## src/rtl/qvr_pkg.sv

```systemverilog
// Package: widths, types and register codes for the quaternion vector rotator.
`timescale 1ns / 1ps

package qvr_pkg;

    localparam int VEC_W     = 24;
    localparam int QUAT_W    = 16;
    localparam int QUAT_FRAC = QUAT_W - 2;
    localparam int GUARD     = 4;
    localparam int SHIFT1    = QUAT_FRAC - GUARD;
    localparam int SHIFT2    = QUAT_FRAC + GUARD;

    // first product q*(v,0): three terms per component, then round to guard scale
    localparam int PROD1_W = VEC_W + QUAT_W;
    localparam int SUM1_W  = PROD1_W + 1;
    localparam int T_W     = SUM1_W - SHIFT1;

    // second product t*conj(q): four terms per component
    localparam int PROD2_W = T_W + QUAT_W;
    localparam int SUM2_W  = PROD2_W + 2;
    localparam int R_W     = SUM2_W - SHIFT2;

    localparam int PIPE_LAT  = 5;
    localparam int CFG_IDX_W = 2;

    typedef enum logic [CFG_IDX_W-1:0] {
        REG_QUAT_X = 2'd0,
        REG_QUAT_Y = 2'd1,
        REG_QUAT_Z = 2'd2,
        REG_QUAT_W = 2'd3
    } cfg_reg_t;

    typedef struct packed {
        logic signed [QUAT_W-1:0] x;
        logic signed [QUAT_W-1:0] y;
        logic signed [QUAT_W-1:0] z;
        logic signed [QUAT_W-1:0] w;
    } quat_t;

    typedef struct packed {
        logic                  valid;
        logic signed [T_W-1:0] x;
        logic signed [T_W-1:0] y;
        logic signed [T_W-1:0] z;
        logic signed [T_W-1:0] w;
    } tquat_t;

    typedef struct packed {
        logic                  valid;
        logic signed [R_W-1:0] x;
        logic signed [R_W-1:0] y;
        logic signed [R_W-1:0] z;
    } rvec_t;

endpackage

```

## src/rtl/qvr_sat.sv

```systemverilog
// Output stage: clamp each component to the vector range and register with the strobe.
`timescale 1ns / 1ps

module qvr_sat (
    input  logic                             clk,
    input  logic                             rst_n,
    input  qvr_pkg::rvec_t                   r_in,
    output logic                             done,
    output logic signed [qvr_pkg::VEC_W-1:0] rot_x,
    output logic signed [qvr_pkg::VEC_W-1:0] rot_y,
    output logic signed [qvr_pkg::VEC_W-1:0] rot_z
);
    import qvr_pkg::*;

    localparam logic signed [R_W-1:0] SAT_HI = {{(R_W-VEC_W+1){1'b0}}, {(VEC_W-1){1'b1}}};
    localparam logic signed [R_W-1:0] SAT_LO = {{(R_W-VEC_W+1){1'b1}}, {(VEC_W-1){1'b0}}};

    logic                     done_reg;
    logic signed [VEC_W-1:0]  rot_x_reg, rot_y_reg, rot_z_reg;
    logic signed [VEC_W-1:0]  rot_x_next, rot_y_next, rot_z_next;

    function automatic logic signed [VEC_W-1:0] clamp(input logic signed [R_W-1:0] a);
        if (a > SAT_HI)
            clamp = signed'(SAT_HI[VEC_W-1:0]);
        else if (a < SAT_LO)
            clamp = signed'(SAT_LO[VEC_W-1:0]);
        else
            clamp = signed'(a[VEC_W-1:0]);
    endfunction

    always_comb
    begin
        rot_x_next = clamp(r_in.x);
        rot_y_next = clamp(r_in.y);
        rot_z_next = clamp(r_in.z);
    end

    always_ff @(posedge clk or negedge rst_n)
    begin
        if (!rst_n)
            done_reg <= 1'b0;
        else
            done_reg <= r_in.valid;
    end

    always_ff @(posedge clk)
    begin
        rot_x_reg <= rot_x_next;
        rot_y_reg <= rot_y_next;
        rot_z_reg <= rot_z_next;
    end

    assign done  = done_reg;
    assign rot_x = rot_x_reg;
    assign rot_y = rot_y_reg;
    assign rot_z = rot_z_reg;

endmodule

```

## config.mk

```make
export PLATFORM = sky130hd
export DESIGN_NAME = qvr_sat
export DESIGN_NICKNAME = d
export VERILOG_FILES = /design/src/rtl/qvr_pkg.sv /design/src/rtl/qvr_sat.sv
export SDC_FILE = /design/constraint.sdc
export NUM_CORES = 1
export LEC_CHECK = 0
export ABC_AREA = 1
export BUFFER_PORTS_ARGS = -buffer_cell sky130_fd_sc_hd__buf_2
export CAP_MARGIN = 20
export CORE_ASPECT_RATIO = 1.2
export CORE_UTILIZATION = 40
export CTS_CLUSTER_DIAMETER = 100
export DETAILED_ROUTE_END_ITERATION = 8
export GPL_ROUTABILITY_DRIVEN = 1
export PLACE_DENSITY = 0.76
export SYNTH_ARGS = -nofsm -noshare
export SYNTH_HDL_FRONTEND = slang
export SYNTH_SLANG_ARGS = --single-unit
```

## constraint.sdc

```tcl
create_clock -name clk -period 0.8 [get_ports clk]
set_clock_uncertainty 0.05 [all_clocks]
set_input_delay 0.04 -clock clk [delete_from_list [all_inputs] [get_ports clk]]
set_output_delay 0.04 -clock clk [all_outputs]
set_load 0.01 [all_outputs]
```

==> reports/metrics.cfg <==
[outcome]
status=complete, but fails checks
violations=negative setup slack

[sta]
worst_pin_slew_ns=0.377
setup_violations=73
finalHoldViolCount=0
period_share_pct=114
fin_crit_ns=0.916
rsz0062_at_grt=yes
slew-limit-headroom_pct=74.8
max_freq_mhz=1090
worst_hold_slack_ns=0.127
slew_violations=0
setup_slack_ns=-0.116

[floorplan]
core_area_sq_um=5670
dieArea_sq_um=6220
row_count=30
start_util_pct=41.7
num_io_pins=169
die_h_microns=86.2
die_w_microns=72.2

[drt]
drtIter0Drc=38
post_drt_via_cell_ratio=4.34
detail_route.wl_per_cell_microns=12.5
vias=2604
antenna_left=0
drc=0
firstDrtPassIters=4
drt-total-wl_mm=7.47

[yosys]
synth-seq-cells=73
ys_seq_area_share_pct=62.0
syn-cell-area_sq_um=2360
yosysTopAreaCell=dfxtp_1
synth-edff-count=0
ys_types=10
yosysMostFrequentCell=nand2_1
ys_top_cells_by_area=dfxtp_1 (61%), nand2_1 (24%), buf_6 (5.7%)
synth_fp_nets=364
syn_inst=268
synth_top_area_share_pct=61.0
synth_ff_type=dfxtp_1
ys.warnings.count=0
syn_area_per_cell_sq_um=8.82
async_reset_ff_share_pct=1.37
synth_common_cells=nand2_1 (153), dfxtp_1 (72), buf_6 (12)

[finish]
antenna_cells=0
synthToLayoutAreaGrowth_pct=87.1
nFillCells=335
instances_no_fill=600
fin_util_pct=78.0
final_nets=611
post-route-cell-area_sq_um=4420
drive_gt1_share_pct=44.6

[worst_setup_path]
cp_top_family=flip-flops
cp_num_buf_inv=1
worstPathMaxFanout=1
cp.required_ns=0.71
setup.worst_path.end_class=output port
cp_slowest_cell=dfrtp_1
crit_path_cell_trace=buf_2
critical_path_arrival_ns=0.83
path_class=reg2out
start_kind=register
slowest_delay_ns=0.36

[placed_design]
place_ws_ns=-0.138
io_buffers=168
dp_cells=509
placed_cell_area_sq_um=3260
place.gp.congestion=0.761
dpl.hpwl_mm=4.12

[flow_run]
maxCapViolations=0

[power_and_ir_drop]
power.leakage_nw=2.24
peakVddDrop_v=0.00131
p_per_area_nw_per_um2=1940

[global_route]
grt_max_degree=24
antenna_found_initial=0
grt_pass1_vias=2573
grt_use_total_pct=22.6
grt_pass1_wl_mm=10.7
grt_remaining_overflow=0

[clock_network]
cts.sinks=73
cts_root_buf=clkbuf_8
clk_path_buf_depth=2
cts_tree=built
cts_buffers=9
clk_transition_reported_paths_ns=0.08
htreeDepth=3

[hold_path]
hold_path_class=in2reg

[area by class of cell]
cell class	count	area (sq um)	share of cell area, %
inverter	3	11.3	0.255
timing repair buffer	251	1850	41.9
tap	80	100	2.26
multi-input combinational	177	739	16.7
sequential	73	1500	33.9
clock buffer	11	141	3.20
clock inverter	5	80.1	1.81
[path summary, 6_finish.rpt]
path	startpoint	end	slack, ns	cells past startpoint
worst min-delay path	r_in[92]	rot_x[6]$_SDFF_PN1_	0.13	4
worst max-delay path	done$_DFF_PN0_	done	-0.12	1
max in group asynchronous	rst_n	done$_DFF_PN0_	0.08	3
min in group asynchronous	rst_n	done$_DFF_PN0_	0.51	3
[per-layer routing]
metal  track usage (%)  share of wire, %  vias to the layer above
met5                 0                 0                        -
met2              42.5                52                      132
li1                  -                 -                     1288
met1              20.7                35                     1151
met4              12.8               4.4                        0
met3              7.67               8.0                       33
[where the power goes]
| part | total, mW | internal, mW | switching (mW) | leakage (nW) |
|---|---|---|---|---|
| Combinational | 1.46 | 0.830 | 0.629 | 1.52 |
| Clock | 3.13 | 1.84 | 1.29 | 0.106 |
| Sequential | 3.98 | 3.90 | 0.0793 | 0.615 |
| Total | 8.57 | 6.57 | 2.00 | 2.24 |
[placed cells by master (no fill, tap or decap), types with 2 or more instances in the layout]
| master | instances |
|---|---|
| nand2_1 | 153 |
| buf_2 | 142 |
| dlygate4sd3_1 | 75 |
| dfxtp_1 | 46 |
| buf_6 | 26 |
| dfxtp_2 | 26 |
| clkbuf_8 | 10 |
| nor2_1 | 9 |
| nor2_2 | 6 |
| nand2_2 | 6 |
| buf_4 | 5 |
| inv_1 | 3 |
| o21bai_4 | 3 |
| buf_12 | 3 |
| clkinvlp_4 | 2 |
| bufinv_16 | 2 |
[kinds of logic (layout without fill, tap and decap cells)]
family | Yosys count | count (layout) | synth area share (%)
AND/OR/NAND/NOR | 174 | 174 | 28.9
flip-flops | 73 | 73 | 62.0
AO/OA/AOI/OAI | 3 | 3 | 2.38
buffers and inverters | 18 | 270 | 6.67
[metrics by stage]
stage | TNS (ns) | total power [mW]
2_1_floorplan | 0 | 4.53
3_3_place_gp | -5.69 | 5.04
3_5_place_dp | -7.30 | 5.06
4_1_cts | -5.10 | 8.49
5_1_grt | -6.27 | 8.91
6_report | -3.72 | 8.57
[what timing repair did]
action,CTS,global route
hold buffers,75,0
gates resized for setup,12,40
hold endpoints to repair,74,0
setup buffers,0,0
cloned,0,0
setup endpoints to repair,73,73
Note: power is estimated with default switching activity, not from simulation.
